## src/design/ptt_pkg.sv

```systemverilog
// Shared widths, types and constants of the pan/tilt PID servo tracker.
// Used by ptt_mac, ptt_div and pan_tilt_pid_servo_tracker; depends on nothing.
package ptt_pkg;

    // Field widths
    localparam int COORD_BITS = 12;
    localparam int AREA_W     = 32;
    localparam int ERR_W      = COORD_BITS + 1;
    localparam int DERR_W     = COORD_BITS + 2;
    localparam int INTEG_W    = 24;
    localparam int GAIN_W     = 16;
    localparam int THR_W      = 12;
    localparam int SDIV_W     = 8;
    localparam int PWM_W      = 10;

    // Stream and configuration port widths
    localparam int S_FIELDS_W = 2 * COORD_BITS + AREA_W;
    localparam int S_TDATA_W  = ((S_FIELDS_W + 7) / 8) * 8;
    localparam int M_FIELDS_W = 2 + 2 * PWM_W;
    localparam int M_TDATA_W  = ((M_FIELDS_W + 7) / 8) * 8;
    localparam int CFG_IDX_W  = 3;
    localparam int CFG_DATA_W = 32;

    // Serial arithmetic widths
    localparam int MAC_A_W   = INTEG_W;
    localparam int MAC_B_W   = GAIN_W;
    localparam int ACC_W     = 42;
    localparam int FRAC_BITS = 16;
    localparam int ANG_W     = ACC_W - FRAC_BITS;
    localparam int MAP_W     = 12;
    localparam int MAP_LIM   = 2 ** (MAP_W - 1);
    localparam int DIV_N_W   = 16;
    localparam int DIV_D_W   = 8;
    localparam int DIV_CNT_W = $clog2(DIV_N_W + 1);

    typedef logic        [COORD_BITS-1:0] coord_t;
    typedef logic        [AREA_W-1:0]     area_t;
    typedef logic signed [ERR_W-1:0]      err_t;
    typedef logic signed [DERR_W-1:0]     derr_t;
    typedef logic signed [INTEG_W-1:0]    integ_t;
    typedef logic        [GAIN_W-1:0]     gain_t;
    typedef logic        [THR_W-1:0]      thr_t;
    typedef logic        [SDIV_W-1:0]     sdiv_t;
    typedef logic        [PWM_W-1:0]      pwm_t;
    typedef logic signed [PWM_W:0]        pdiff_t;
    typedef logic signed [MAC_A_W-1:0]    mac_a_t;
    typedef logic        [MAC_B_W-1:0]    mac_b_t;
    typedef logic signed [ACC_W-1:0]      acc_t;
    typedef logic signed [ANG_W-1:0]      ang_t;
    typedef logic signed [MAP_W-1:0]      map_t;
    typedef logic signed [MAP_W+3:0]      scaled_t;
    typedef logic        [DIV_N_W-1:0]    div_n_t;
    typedef logic        [DIV_D_W-1:0]    div_d_t;
    typedef logic        [DIV_CNT_W-1:0]  div_cnt_t;
    typedef logic signed [DIV_N_W:0]      qsig_t;
    typedef logic        [M_TDATA_W-1:0]  m_data_t;
    typedef logic        [CFG_IDX_W-1:0]  cfg_idx_t;

    // Register indexes of the configuration port
    localparam cfg_idx_t REG_CENTER_X   = 3'd0;
    localparam cfg_idx_t REG_CENTER_Y   = 3'd1;
    localparam cfg_idx_t REG_MIN_AREA   = 3'd2;
    localparam cfg_idx_t REG_MOVE_THR   = 3'd3;
    localparam cfg_idx_t REG_GAIN_P     = 3'd4;
    localparam cfg_idx_t REG_GAIN_I     = 3'd5;
    localparam cfg_idx_t REG_GAIN_D     = 3'd6;
    localparam cfg_idx_t REG_SMOOTH_DIV = 3'd7;

    // Register reset values
    localparam coord_t CENTER_X_RST   = coord_t'(320);
    localparam coord_t CENTER_Y_RST   = coord_t'(240);
    localparam area_t  MIN_AREA_RST   = area_t'(10000);
    localparam thr_t   MOVE_THR_RST   = thr_t'(50);
    localparam gain_t  GAIN_P_RST     = gain_t'(13107);
    localparam gain_t  GAIN_I_RST     = gain_t'(2621);
    localparam gain_t  GAIN_D_RST     = gain_t'(1311);
    localparam sdiv_t  SMOOTH_DIV_RST = sdiv_t'(10);
    localparam pwm_t   HELD_X_RST     = pwm_t'(150);
    localparam pwm_t   HELD_Y_RST     = pwm_t'(200);

    // Angle to PWM mapping: X = 10*(a-180)/9 + 250, Y = 2*(180-a)/3 + 150
    localparam ang_t   ANGLE_MID = ang_t'(180);
    localparam ang_t   MAP_HI    = ang_t'(MAP_LIM - 1);
    localparam ang_t   MAP_LO    = ang_t'(-MAP_LIM);
    localparam div_d_t X_DIV     = div_d_t'(9);
    localparam div_d_t Y_DIV     = div_d_t'(3);
    localparam qsig_t  X_OFS     = qsig_t'(250);
    localparam qsig_t  Y_OFS     = qsig_t'(150);
    localparam qsig_t  Y_CAP     = qsig_t'(210);
    localparam qsig_t  PWM_MAX   = qsig_t'(2 ** PWM_W - 1);

    // Serial multiply-accumulate command and status
    typedef struct packed {
        logic   start;
        logic   clr;
        mac_a_t a;
        mac_b_t b;
    } mac_cmd_t;

    typedef struct packed {
        logic busy;
        acc_t acc;
    } mac_stat_t;

    // Serial divider command and status
    typedef struct packed {
        logic   start;
        div_n_t dividend;
        div_d_t divisor;
    } div_cmd_t;

    typedef struct packed {
        logic   busy;
        div_n_t quo;
    } div_stat_t;

endpackage

```

## src/design/ptt_mac.sv

```systemverilog
// Bit-serial signed-by-unsigned multiply-accumulate unit, one multiplier bit per cycle.
// Depends on ptt_pkg.
module ptt_mac (
    input  logic              aclk,
    input  logic              aresetn,
    input  ptt_pkg::mac_cmd_t cmd,
    output ptt_pkg::mac_stat_t stat
);

    ptt_pkg::acc_t   acc_reg;
    ptt_pkg::acc_t   a_reg;
    ptt_pkg::mac_b_t b_reg;

    // The multiplier shifts out LSB first; the multiplicand shifts up in step.
    always_ff @(posedge aclk) begin
        if (!aresetn) begin
            b_reg <= '0;
        end else if (cmd.start) begin
            b_reg <= cmd.b;
            a_reg <= ptt_pkg::acc_t'(cmd.a);
            if (cmd.clr) begin
                acc_reg <= '0;
            end
        end else if (b_reg != '0) begin
            if (b_reg[0]) begin
                acc_reg <= acc_reg + a_reg;
            end
            a_reg <= a_reg <<< 1;
            b_reg <= b_reg >> 1;
        end
    end

    assign stat.busy = |b_reg;
    assign stat.acc  = acc_reg;

endmodule

```

## src/design/ptt_div.sv

```systemverilog
// Restoring serial divider for unsigned magnitudes, one quotient bit per cycle.
// Depends on ptt_pkg.
module ptt_div (
    input  logic              aclk,
    input  logic              aresetn,
    input  ptt_pkg::div_cmd_t cmd,
    output ptt_pkg::div_stat_t stat
);

    ptt_pkg::div_n_t   quo_reg;
    ptt_pkg::div_d_t   rem_reg;
    ptt_pkg::div_d_t   dsr_reg;
    ptt_pkg::div_cnt_t cnt_reg;

    logic [ptt_pkg::DIV_D_W:0] shifted;
    logic [ptt_pkg::DIV_D_W:0] trial;
    logic                      fits;

    // Bring down the next dividend bit and try to subtract the divisor.
    assign shifted = {rem_reg, quo_reg[ptt_pkg::DIV_N_W-1]};
    assign trial   = shifted - {1'b0, dsr_reg};
    assign fits    = shifted >= {1'b0, dsr_reg};

    // Dividend bits leave at the top of quo_reg while quotient bits enter below.
    always_ff @(posedge aclk) begin
        if (!aresetn) begin
            cnt_reg <= '0;
        end else if (cmd.start) begin
            quo_reg <= cmd.dividend;
            rem_reg <= '0;
            dsr_reg <= cmd.divisor;
            cnt_reg <= ptt_pkg::div_cnt_t'(ptt_pkg::DIV_N_W);
        end else if (cnt_reg != '0) begin
            rem_reg <= fits ? trial[ptt_pkg::DIV_D_W-1:0] : shifted[ptt_pkg::DIV_D_W-1:0];
            quo_reg <= {quo_reg[ptt_pkg::DIV_N_W-2:0], fits};
            cnt_reg <= cnt_reg - ptt_pkg::div_cnt_t'(1);
        end
    end

    assign stat.busy = |cnt_reg;
    assign stat.quo  = quo_reg;

endmodule

```

## src/design/pan_tilt_pid_servo_tracker.sv

```systemverilog
// Pan/tilt PID servo tracker: top level with configuration registers, sequencer and state.
// Depends on ptt_pkg, ptt_mac and ptt_div.
//
// Use: one beat on the s_ channel per camera frame carries the target centroid and blob
// area. Every input beat yields exactly one result beat on the m_ channel with the
// tracked and moved flags and the held pan and tilt PWM values after that frame.
// The cfg_ channel writes one of eight registers per beat; cfg_ready is always high.
// Write it only while no frame is in flight.
// A frame whose area does not exceed min_area goes straight to its result beat.
// A tracked frame runs nine bit-serial multiplies and two 16-bit serial divides, plus
// two more when the servos move, on the shared multiply-accumulate unit and divider.
// One frame is processed at a time: s_tready is high only while the sequencer is idle.
// A finished result waits in the output register, so the next frame may be taken while
// the receiver stalls; the sequencer holds its next result until that register is free.
// Reset (synchronous, aresetn low) loads the register defaults, clears the integrals and
// last errors, and sets the held PWM values to 150 (pan) and 200 (tilt).
module pan_tilt_pid_servo_tracker (
    input  logic                            aclk,
    input  logic                            aresetn,
    // Input beats
    input  logic                            s_tvalid,
    output logic                            s_tready,
    // pos_x, pos_y, blob_area (from bit 0 up), zero padded
    input  logic [ptt_pkg::S_TDATA_W-1:0]   s_tdata,
    // Result beats
    output logic                            m_tvalid,
    input  logic                            m_tready,
    // tracked, moved, pwm_x, pwm_y (from bit 0 up), zero padded
    output logic [ptt_pkg::M_TDATA_W-1:0]   m_tdata,
    // Configuration writes
    input  logic                            cfg_valid,
    output logic                            cfg_ready,
    input  logic [ptt_pkg::CFG_IDX_W-1:0]   cfg_index,
    input  logic [ptt_pkg::CFG_DATA_W-1:0]  cfg_data
);

    typedef struct packed {
        ptt_pkg::coord_t center_x;
        ptt_pkg::coord_t center_y;
        ptt_pkg::area_t  min_area;
        ptt_pkg::thr_t   move_thr;
        ptt_pkg::gain_t  gain_p;
        ptt_pkg::gain_t  gain_i;
        ptt_pkg::gain_t  gain_d;
        ptt_pkg::sdiv_t  smooth_div;
    } cfg_t;

    typedef enum logic [3:0] {
        S_IDLE, S_ERR, S_MUL, S_MUL_WAIT, S_MAP, S_MAP_WAIT, S_MAP_END,
        S_CMP, S_SMOOTH, S_SMOOTH_WAIT, S_SMOOTH_END, S_DONE
    } state_t;

    typedef enum logic [2:0] {
        OP_P, OP_I, OP_D, OP_SQ_X, OP_SQ_Y, OP_THR
    } op_t;

    cfg_t cfg_reg;

    state_t state_reg;
    op_t    op_reg;
    logic   axis_y_reg;
    logic   tracked_reg;
    logic   moved_reg;
    logic   neg_reg;
    logic   m_tvalid_reg;

    ptt_pkg::err_t    err_x_reg, err_y_reg;
    ptt_pkg::err_t    last_x_reg, last_y_reg;
    ptt_pkg::integ_t  integ_x_reg, integ_y_reg;
    ptt_pkg::pwm_t    held_x_reg, held_y_reg;
    ptt_pkg::pwm_t    new_x_reg, new_y_reg;
    ptt_pkg::m_data_t m_tdata_reg;

    ptt_pkg::mac_cmd_t  mac_cmd;
    ptt_pkg::mac_stat_t mac_stat;
    ptt_pkg::div_cmd_t  div_cmd;
    ptt_pkg::div_stat_t div_stat;

    logic             s_accept;
    ptt_pkg::coord_t  pos_x_in, pos_y_in;
    ptt_pkg::area_t   area_in;
    logic             tracked_in;
    ptt_pkg::err_t    err_in_x, err_in_y;

    ptt_pkg::err_t    err_cur, last_cur;
    ptt_pkg::integ_t  integ_cur;
    ptt_pkg::derr_t   derr;
    ptt_pkg::err_t    abs_x, abs_y;
    ptt_pkg::coord_t  mag_x, mag_y;

    ptt_pkg::ang_t    ang_floor, ang, off, off_sat;
    logic             round_up;
    ptt_pkg::map_t    off_c;
    ptt_pkg::scaled_t off_w, scaled, scaled_abs;
    ptt_pkg::div_n_t  map_mag;

    ptt_pkg::qsig_t   q_sig, map_x_v, map_y_v, hsum;
    ptt_pkg::pwm_t    map_x, map_y;

    ptt_pkg::pwm_t    held_cur, new_cur;
    ptt_pkg::pdiff_t  sm_diff, sm_abs;
    ptt_pkg::div_n_t  sm_mag;
    ptt_pkg::div_d_t  sm_div;

    // Configuration registers: always ready, one register per beat.
    assign cfg_ready = 1'b1;

    always_ff @(posedge aclk) begin
        if (!aresetn) begin
            cfg_reg.center_x   <= ptt_pkg::CENTER_X_RST;
            cfg_reg.center_y   <= ptt_pkg::CENTER_Y_RST;
            cfg_reg.min_area   <= ptt_pkg::MIN_AREA_RST;
            cfg_reg.move_thr   <= ptt_pkg::MOVE_THR_RST;
            cfg_reg.gain_p     <= ptt_pkg::GAIN_P_RST;
            cfg_reg.gain_i     <= ptt_pkg::GAIN_I_RST;
            cfg_reg.gain_d     <= ptt_pkg::GAIN_D_RST;
            cfg_reg.smooth_div <= ptt_pkg::SMOOTH_DIV_RST;
        end else if (cfg_valid) begin
            unique case (cfg_index)
                ptt_pkg::REG_CENTER_X:   cfg_reg.center_x <= cfg_data[ptt_pkg::COORD_BITS-1:0];
                ptt_pkg::REG_CENTER_Y:   cfg_reg.center_y <= cfg_data[ptt_pkg::COORD_BITS-1:0];
                ptt_pkg::REG_MIN_AREA:   cfg_reg.min_area <= cfg_data[ptt_pkg::AREA_W-1:0];
                ptt_pkg::REG_MOVE_THR:   cfg_reg.move_thr <= cfg_data[ptt_pkg::THR_W-1:0];
                ptt_pkg::REG_GAIN_P:     cfg_reg.gain_p   <= cfg_data[ptt_pkg::GAIN_W-1:0];
                ptt_pkg::REG_GAIN_I:     cfg_reg.gain_i   <= cfg_data[ptt_pkg::GAIN_W-1:0];
                ptt_pkg::REG_GAIN_D:     cfg_reg.gain_d   <= cfg_data[ptt_pkg::GAIN_W-1:0];
                ptt_pkg::REG_SMOOTH_DIV: begin
                    cfg_reg.smooth_div <= cfg_data[ptt_pkg::SDIV_W-1:0];
                end
                default: ;
            endcase
        end
    end

    // Input beat unpacking, tracking decision and per-axis errors.
    assign s_tready   = (state_reg == S_IDLE);
    assign s_accept   = s_tvalid & s_tready;
    assign pos_x_in   = s_tdata[ptt_pkg::COORD_BITS-1:0];
    assign pos_y_in   = s_tdata[2*ptt_pkg::COORD_BITS-1:ptt_pkg::COORD_BITS];
    assign area_in    = s_tdata[ptt_pkg::S_FIELDS_W-1:2*ptt_pkg::COORD_BITS];
    assign tracked_in = area_in > cfg_reg.min_area;
    assign err_in_x   = $signed({1'b0, cfg_reg.center_x}) - $signed({1'b0, pos_x_in});
    assign err_in_y   = $signed({1'b0, cfg_reg.center_y}) - $signed({1'b0, pos_y_in});

    // Saturating add of an error into a 24-bit integral.
    function automatic ptt_pkg::integ_t sat_add(ptt_pkg::integ_t acc, ptt_pkg::err_t e);
        logic signed [ptt_pkg::INTEG_W:0] s;
        ptt_pkg::integ_t                  r;
        s = (ptt_pkg::INTEG_W+1)'(acc) + (ptt_pkg::INTEG_W+1)'(e);
        if (s[ptt_pkg::INTEG_W] != s[ptt_pkg::INTEG_W-1]) begin
            r = s[ptt_pkg::INTEG_W] ? {1'b1, {(ptt_pkg::INTEG_W-1){1'b0}}}
                                    : {1'b0, {(ptt_pkg::INTEG_W-1){1'b1}}};
        end else begin
            r = s[ptt_pkg::INTEG_W-1:0];
        end
        return r;
    endfunction

    // Operands of the current axis and error magnitudes for the distance test.
    assign err_cur   = axis_y_reg ? err_y_reg : err_x_reg;
    assign last_cur  = axis_y_reg ? last_y_reg : last_x_reg;
    assign integ_cur = axis_y_reg ? integ_y_reg : integ_x_reg;
    assign derr      = ptt_pkg::derr_t'(err_cur) - ptt_pkg::derr_t'(last_cur);
    assign abs_x     = err_x_reg[ptt_pkg::ERR_W-1] ? -err_x_reg : err_x_reg;
    assign abs_y     = err_y_reg[ptt_pkg::ERR_W-1] ? -err_y_reg : err_y_reg;
    assign mag_x     = abs_x[ptt_pkg::COORD_BITS-1:0];
    assign mag_y     = abs_y[ptt_pkg::COORD_BITS-1:0];

    // Multiply-accumulate operand selection for each step of the sequence.
    always_comb begin
        mac_cmd.start = (state_reg == S_MUL);
        mac_cmd.clr   = (op_reg == OP_P) || (op_reg == OP_SQ_X);
        unique case (op_reg)
            OP_P: begin
                mac_cmd.a = ptt_pkg::mac_a_t'(err_cur);
                mac_cmd.b = cfg_reg.gain_p;
            end
            OP_I: begin
                mac_cmd.a = ptt_pkg::mac_a_t'(integ_cur);
                mac_cmd.b = cfg_reg.gain_i;
            end
            OP_D: begin
                mac_cmd.a = ptt_pkg::mac_a_t'(derr);
                mac_cmd.b = cfg_reg.gain_d;
            end
            OP_SQ_X: begin
                mac_cmd.a = ptt_pkg::mac_a_t'(mag_x);
                mac_cmd.b = ptt_pkg::mac_b_t'(mag_x);
            end
            OP_SQ_Y: begin
                mac_cmd.a = ptt_pkg::mac_a_t'(mag_y);
                mac_cmd.b = ptt_pkg::mac_b_t'(mag_y);
            end
            OP_THR: begin
                mac_cmd.a = -ptt_pkg::mac_a_t'(cfg_reg.move_thr);
                mac_cmd.b = ptt_pkg::mac_b_t'(cfg_reg.move_thr);
            end
            default: begin
                mac_cmd.a = '0;
                mac_cmd.b = '0;
            end
        endcase
    end

    ptt_mac u_mac (
        .aclk    (aclk),
        .aresetn (aresetn),
        .cmd     (mac_cmd),
        .stat    (mac_stat)
    );

    // PID angle truncated toward zero, offset from 180 and clamped to a range
    // beyond which the mapped PWM value saturates anyway.
    assign ang_floor = mac_stat.acc[ptt_pkg::ACC_W-1:ptt_pkg::FRAC_BITS];
    assign round_up  = mac_stat.acc[ptt_pkg::ACC_W-1] & (|mac_stat.acc[ptt_pkg::FRAC_BITS-1:0]);
    assign ang       = ang_floor + ptt_pkg::ang_t'({1'b0, round_up});
    assign off       = axis_y_reg ? (ptt_pkg::ANGLE_MID - ang) : (ang - ptt_pkg::ANGLE_MID);

    always_comb begin
        if (off > ptt_pkg::MAP_HI) begin
            off_sat = ptt_pkg::MAP_HI;
        end else if (off < ptt_pkg::MAP_LO) begin
            off_sat = ptt_pkg::MAP_LO;
        end else begin
            off_sat = off;
        end
    end

    // Scale by 10 (pan) or 2 (tilt) with shifts; the divider sees the magnitude.
    assign off_c      = off_sat[ptt_pkg::MAP_W-1:0];
    assign off_w      = ptt_pkg::scaled_t'(off_c);
    assign scaled     = axis_y_reg ? (off_w <<< 1) : ((off_w <<< 3) + (off_w <<< 1));
    assign scaled_abs = off_c[ptt_pkg::MAP_W-1] ? -scaled : scaled;
    assign map_mag    = ptt_pkg::div_n_t'(scaled_abs);

    // Signed quotient and the two PWM mappings with their limits.
    assign q_sig   = neg_reg ? -ptt_pkg::qsig_t'(div_stat.quo) : ptt_pkg::qsig_t'(div_stat.quo);
    assign map_x_v = q_sig + ptt_pkg::X_OFS;
    assign map_y_v = q_sig + ptt_pkg::Y_OFS;

    always_comb begin
        if (map_x_v[ptt_pkg::DIV_N_W]) begin
            map_x = '0;
        end else if (map_x_v > ptt_pkg::PWM_MAX) begin
            map_x = ptt_pkg::PWM_MAX[ptt_pkg::PWM_W-1:0];
        end else begin
            map_x = map_x_v[ptt_pkg::PWM_W-1:0];
        end
        if (map_y_v > ptt_pkg::Y_CAP) begin
            map_y = ptt_pkg::Y_CAP[ptt_pkg::PWM_W-1:0];
        end else if (map_y_v[ptt_pkg::DIV_N_W]) begin
            map_y = '0;
        end else begin
            map_y = map_y_v[ptt_pkg::PWM_W-1:0];
        end
    end

    // Smoothing step toward the new PWM value; a zero divisor acts as one.
    assign held_cur = axis_y_reg ? held_y_reg : held_x_reg;
    assign new_cur  = axis_y_reg ? new_y_reg : new_x_reg;
    assign sm_diff  = $signed({1'b0, new_cur}) - $signed({1'b0, held_cur});
    assign sm_abs   = sm_diff[ptt_pkg::PWM_W] ? -sm_diff : sm_diff;
    assign sm_mag   = ptt_pkg::div_n_t'(sm_abs);
    assign sm_div   = (cfg_reg.smooth_div == '0) ? ptt_pkg::div_d_t'(1)
                                                 : ptt_pkg::div_d_t'(cfg_reg.smooth_div);
    assign hsum     = ptt_pkg::qsig_t'($signed({1'b0, held_cur})) + q_sig;

    // Divider shared by the angle mapping and the smoothing step.
    always_comb begin
        div_cmd.start = (state_reg == S_MAP) || (state_reg == S_SMOOTH);
        if (state_reg == S_SMOOTH) begin
            div_cmd.dividend = sm_mag;
            div_cmd.divisor  = sm_div;
        end else begin
            div_cmd.dividend = map_mag;
            div_cmd.divisor  = axis_y_reg ? ptt_pkg::Y_DIV : ptt_pkg::X_DIV;
        end
    end

    ptt_div u_div (
        .aclk    (aclk),
        .aresetn (aresetn),
        .cmd     (div_cmd),
        .stat    (div_stat)
    );

    // Sequencer, tracker state and output register.
    always_ff @(posedge aclk) begin
        if (!aresetn) begin
            state_reg    <= S_IDLE;
            op_reg       <= OP_P;
            axis_y_reg   <= 1'b0;
            m_tvalid_reg <= 1'b0;
            integ_x_reg  <= '0;
            integ_y_reg  <= '0;
            last_x_reg   <= '0;
            last_y_reg   <= '0;
            held_x_reg   <= ptt_pkg::HELD_X_RST;
            held_y_reg   <= ptt_pkg::HELD_Y_RST;
        end else begin
            // Output valid: set when a result is loaded, cleared when the beat is taken.
            if ((state_reg == S_DONE) && (!m_tvalid_reg || m_tready)) begin
                m_tvalid_reg <= 1'b1;
            end else if (m_tready) begin
                m_tvalid_reg <= 1'b0;
            end
            unique case (state_reg)
                S_IDLE: begin
                    if (s_accept) begin
                        err_x_reg   <= err_in_x;
                        err_y_reg   <= err_in_y;
                        tracked_reg <= tracked_in;
                        moved_reg   <= 1'b0;
                        state_reg   <= tracked_in ? S_ERR : S_DONE;
                    end
                end
                S_ERR: begin
                    integ_x_reg <= sat_add(integ_x_reg, err_x_reg);
                    integ_y_reg <= sat_add(integ_y_reg, err_y_reg);
                    axis_y_reg  <= 1'b0;
                    op_reg      <= OP_P;
                    state_reg   <= S_MUL;
                end
                S_MUL: begin
                    state_reg <= S_MUL_WAIT;
                end
                S_MUL_WAIT: begin
                    if (!mac_stat.busy) begin
                        unique case (op_reg)
                            OP_P: begin
                                op_reg    <= OP_I;
                                state_reg <= S_MUL;
                            end
                            OP_I: begin
                                op_reg    <= OP_D;
                                state_reg <= S_MUL;
                            end
                            OP_D: begin
                                state_reg <= S_MAP;
                            end
                            OP_SQ_X: begin
                                op_reg    <= OP_SQ_Y;
                                state_reg <= S_MUL;
                            end
                            OP_SQ_Y: begin
                                op_reg    <= OP_THR;
                                state_reg <= S_MUL;
                            end
                            default: begin
                                state_reg <= S_CMP;
                            end
                        endcase
                    end
                end
                S_MAP: begin
                    neg_reg   <= off_c[ptt_pkg::MAP_W-1];
                    state_reg <= S_MAP_WAIT;
                end
                S_MAP_WAIT: begin
                    if (!div_stat.busy) begin
                        state_reg <= S_MAP_END;
                    end
                end
                S_MAP_END: begin
                    if (axis_y_reg) begin
                        new_y_reg <= map_y;
                        op_reg    <= OP_SQ_X;
                    end else begin
                        new_x_reg  <= map_x;
                        axis_y_reg <= 1'b1;
                        op_reg     <= OP_P;
                    end
                    state_reg <= S_MUL;
                end
                S_CMP: begin
                    // The accumulator holds ex^2 + ey^2 - threshold^2.
                    if (!mac_stat.acc[ptt_pkg::ACC_W-1]) begin
                        axis_y_reg <= 1'b0;
                        state_reg  <= S_SMOOTH;
                    end else begin
                        state_reg <= S_DONE;
                    end
                end
                S_SMOOTH: begin
                    neg_reg   <= sm_diff[ptt_pkg::PWM_W];
                    state_reg <= S_SMOOTH_WAIT;
                end
                S_SMOOTH_WAIT: begin
                    if (!div_stat.busy) begin
                        state_reg <= S_SMOOTH_END;
                    end
                end
                S_SMOOTH_END: begin
                    if (axis_y_reg) begin
                        held_y_reg <= hsum[ptt_pkg::PWM_W-1:0];
                        last_x_reg <= err_x_reg;
                        last_y_reg <= err_y_reg;
                        moved_reg  <= 1'b1;
                        state_reg  <= S_DONE;
                    end else begin
                        held_x_reg <= hsum[ptt_pkg::PWM_W-1:0];
                        axis_y_reg <= 1'b1;
                        state_reg  <= S_SMOOTH;
                    end
                end
                S_DONE: begin
                    if (!m_tvalid_reg || m_tready) begin
                        m_tdata_reg <= ptt_pkg::m_data_t'({held_y_reg, held_x_reg,
                                                           moved_reg, tracked_reg});
                        state_reg   <= S_IDLE;
                    end
                end
                default: begin
                    state_reg <= S_IDLE;
                end
            endcase
        end
    end

    assign m_tvalid = m_tvalid_reg;
    assign m_tdata  = m_tdata_reg;

endmodule
```

## config.mk

```make
export PLATFORM = sky130hd
export DESIGN_NAME = pan_tilt_pid_servo_tracker
export DESIGN_NICKNAME = d
export VERILOG_FILES = /design/src/design/ptt_pkg.sv /design/src/design/ptt_mac.sv /design/src/design/ptt_div.sv /design/src/design/pan_tilt_pid_servo_tracker.sv
export SDC_FILE = /design/constraint.sdc
export NUM_CORES = 1
export LEC_CHECK = 0
export BUFFER_PORTS_ARGS = -buffer_cell sky130_fd_sc_hd__buf_2
export CORE_ASPECT_RATIO = 0.5
export CORE_MARGIN = 4
export CORE_UTILIZATION = 68
export CTS_CLUSTER_DIAMETER = 120
export DETAILED_ROUTE_END_ITERATION = 10
export HOLD_SLACK_MARGIN = 0.02
export PLACE_DENSITY = 0.87
export SLEW_MARGIN = 20
export SYNTH_ARGS = -nofsm -noshare
export SYNTH_HDL_FRONTEND = slang
export SYNTH_SLANG_ARGS = --single-unit
```

## constraint.sdc

```tcl
create_clock -name aclk -period 13.5 [get_ports aclk]
set_input_delay 1.35 -clock aclk [delete_from_list [all_inputs] [get_ports aclk]]
set_output_delay 1.35 -clock aclk [all_outputs]
set_load 0.005 [all_outputs]
```

==> impl_metrics.env <==
export IMPL_num_io_pins=123
export IMPL_cts_resized=0
export IMPL_vias=27884
export IMPL_finalHoldViolCount=0
export IMPL_syn_area_sq_um=30200
export IMPL_drt_initial_drc_count=3515
export IMPL_place_congestion=0.9752
export IMPL_fill_cells=3046
export IMPL_synth_top_area_cell="edfxtp_1"
export IMPL_slew_violations=0
export IMPL_io_buffers=119
export IMPL_largest_reg_flops=124
export IMPL_crit_type="flop to flop"
export IMPL_period_needed_ns=8.898
export IMPL_leakage_nw=12.94
export IMPL_relSlewSlack_pct=26.68
export IMPL_reg2reg_slack_ns=4.60
export IMPL_yosysWarnings=0
export IMPL_status="finished, final reports clean"
export IMPL_grt_max_degree=86
export IMPL_setup_viol=0
export IMPL_ys_ff_latch=435
export IMPL_worst_slew_pin_slew_ns=1.096
export IMPL_worstSetupStartpointType="flop"
export IMPL_area_growth_synth_to_final_pct=7.855
export IMPL_crit_arrival_ns=9.23
export IMPL_finalInstanceArea_sq_um=32570
export IMPL_synth_edff_count=187
export IMPL_hpwl_microns=60160
export IMPL_dpl_cell_area_sq_um=31180
export IMPL_layout_drive_gt1_share_pct=8.555
export IMPL_routedWlPerCell_microns=19.69
export IMPL_cts_tree="built"
export IMPL_cpMostUsedCell="o21ai_0"
export IMPL_ys_types=94
export IMPL_holdBufCountCts=0
export IMPL_drv_cap=0
export IMPL_cpPeakStageDelay_ns=0.71
export IMPL_max_freq_ghz=0.1124
export IMPL_clock_skew_ns=0.04354
export IMPL_netlist_instances=3631
export IMPL_syn_area_per_cell_sq_um=8.317
export IMPL_clk_pin_slew_ns=0.08
export IMPL_nets=3975
export IMPL_rows=54
export IMPL_antenna_found_initial=2
export IMPL_ys_flop_type="dfxtp_1"
export IMPL_rsz0062_at_grt="no"
export IMPL_coreArea_sq_um=43710
export IMPL_htreeDepth=2
export IMPL_finalWirelength_microns=84110
export IMPL_drtAntennaViolNets=0
export IMPL_die_w_microns=306.0
export IMPL_endpoint_kind="flop"
export IMPL_ys_async_sr_fraction_pct=0
export IMPL_grt_remaining_overflow=0
export IMPL_die_area_sq_um=48050
export IMPL_grt_pass1_vias=26388
export IMPL_min_period_over_period_pct=65.91
export IMPL_final_cell_mix="nand2_1, a21oi_1, dfxtp_1"
export IMPL_initial_utilization_pct=69.08
export IMPL_required_ns=13.83
export IMPL_hold_class="flop to flop"
export IMPL_critPathSlowestCell="or4_1"
export IMPL_cts_path_max_buffers=3
export IMPL_crit_fanout=18
export IMPL_seq_area_frac_synth_pct=35.03
export IMPL_yosys_area_top_type_share_pct=18.59
export IMPL_cts_sinks=435
export IMPL_postCtsSetupBuffers=0
export IMPL_ctsRootBufferMaster="clkbuf_16"
export IMPL_final_cell_count_no_fill=4271
export IMPL_drc=0
export IMPL_clk_latency_ns=0.59
export IMPL_dp_cells=4200
export IMPL_drt_vias_per_instance=6.529
export IMPL_synth_area_top_cells="edfxtp_1, dfxtp_1, ha_1, nand2_1, a21oi_1"
export IMPL_tns_ns=0
export IMPL_drt_first_pass_iters=7
export IMPL_grt_usage_pct=33.65
export IMPL_grt_pass1_wl_microns=133900
export IMPL_power_density_nw_per_um2=213.2
export IMPL_layout_commonest_cell="nand2_1"
export IMPL_ir_drop_v=0.0001414
export IMPL_numCtsBuffers=39
export IMPL_die_y_microns=157.0
-- cell type report --
cell class	instances	area (sq um)	area share [%]
Inverter	184	693.2	2.128
Sequential cell	435	10580	32.49
Timing Repair Buffer	155	868.3	2.666
Clock buffer	51	1114	3.419
Clock inverter	19	261.5	0.8029
Multi-Input combinational cell	2838	18310	56.22
Tap cell	588	735.7	2.259
Antenna cell	1	2.502	0.007683
-- per-layer routing --
metal	share of wire [%]	GRT usage, %	routed length (microns)	vias up
met4	3.6	12.10	3065	0
met2	45	54.46	37640	1515
met5	0	0	0	-
li1	-	-	-	13056
met3	11	7.812	9589	275
met1	40	44.70	33810	13038
-- Yosys cell counts (26+ instances only) --
| cell type | count |
|---|---|
| nand4_1 | 31 |
| nor3_1 | 72 |
| inv_1 | 182 |
| nor2_1 | 215 |
| nand3_1 | 98 |
| xnor2_1 | 146 |
| a31oi_1 | 33 |
| clkbuf_1 | 144 |
| ha_1 | 216 |
| mux2_2 | 30 |
| o21ai_0 | 234 |
| and3_1 | 26 |
| a21o_1 | 75 |
| a21oi_1 | 377 |
| and2_1 | 28 |
| o21a_1 | 26 |
| edfxtp_1 | 187 |
| nand2_1 | 558 |
| mux2i_1 | 55 |
| nand2b_1 | 44 |
| nor2b_1 | 49 |
| dfxtp_1 | 248 |
| xor2_1 | 90 |
-- kinds of logic after synthesis --
kind of cell / after synthesis / share of synthesized area (%)
flops: 435 / 35.03
compound gates: 1039 / 21.30
xor+xnor: 241 / 7.151
mux: 85 / 2.942
other cells: 2 / 0.02487
fa+ha+maj: 228 / 9.678
simple gates: 1240 / 19.18
buf+inv: 361 / 4.686
-- power breakdown --
group	total [mW]	switching [mW]	internal [mW]
Combinational	3.68	2.27	1.40
Clock	1.22	0.547	0.671
Sequential	2.05	0.277	1.77
Total	6.94	3.10	3.84
-- critical path, delay by kind of cell, from the launching register on --
| kind | cells | cell delay [ns] |
|---|---|---|
| AO/OA/AOI/OAI | 18 | 4.10 |
| flip-flops | 1 | 0.39 |
| adder cells (fa/ha/maj) | 5 | 1.46 |
| XOR/XNOR | 2 | 0.75 |
| AND/OR/NAND/NOR | 6 | 1.72 |
| buffers and inverters | 3 | 0.26 |
-- final timing paths --
check,startpoint,endpoint,cells past startpoint
setup / recovery,u_mac.acc_reg[9]$_SDFFCE_PP0P_,u_div.quo_reg[14]$_DFFE_PP_,34
hold / removal,moved_reg$_DFFE_PP_,m_tdata[1]$_DFFE_PP_,0
setup reg to reg,u_mac.acc_reg[9]$_SDFFCE_PP0P_,u_div.quo_reg[14]$_DFFE_PP_,34
hold reg to reg,moved_reg$_DFFE_PP_,m_tdata[1]$_DFFE_PP_,0
-- metrics by stage --
| stage | power (mW) | hold WS (ns) | utilization, % | worst slack (ns) |
|---|---|---|---|---|
| 2_1_floorplan | 4.714 | 0.4003 | - | 5.874 |
| 3_3_place_gp | 5.439 | 0.4356 | 71.31 | 5.016 |
| 3_5_place_dp | 5.591 | 0.4293 | 71.32 | 4.713 |
| 4_1_cts | 6.841 | 0.4458 | 74.46 | 4.710 |
| 5_1_grt | 7.401 | 0.4477 | 74.51 | 3.689 |
| 6_report | 6.943 | 0.4481 | 74.51 | 4.602 |
(Power assumes the default switching activity.)
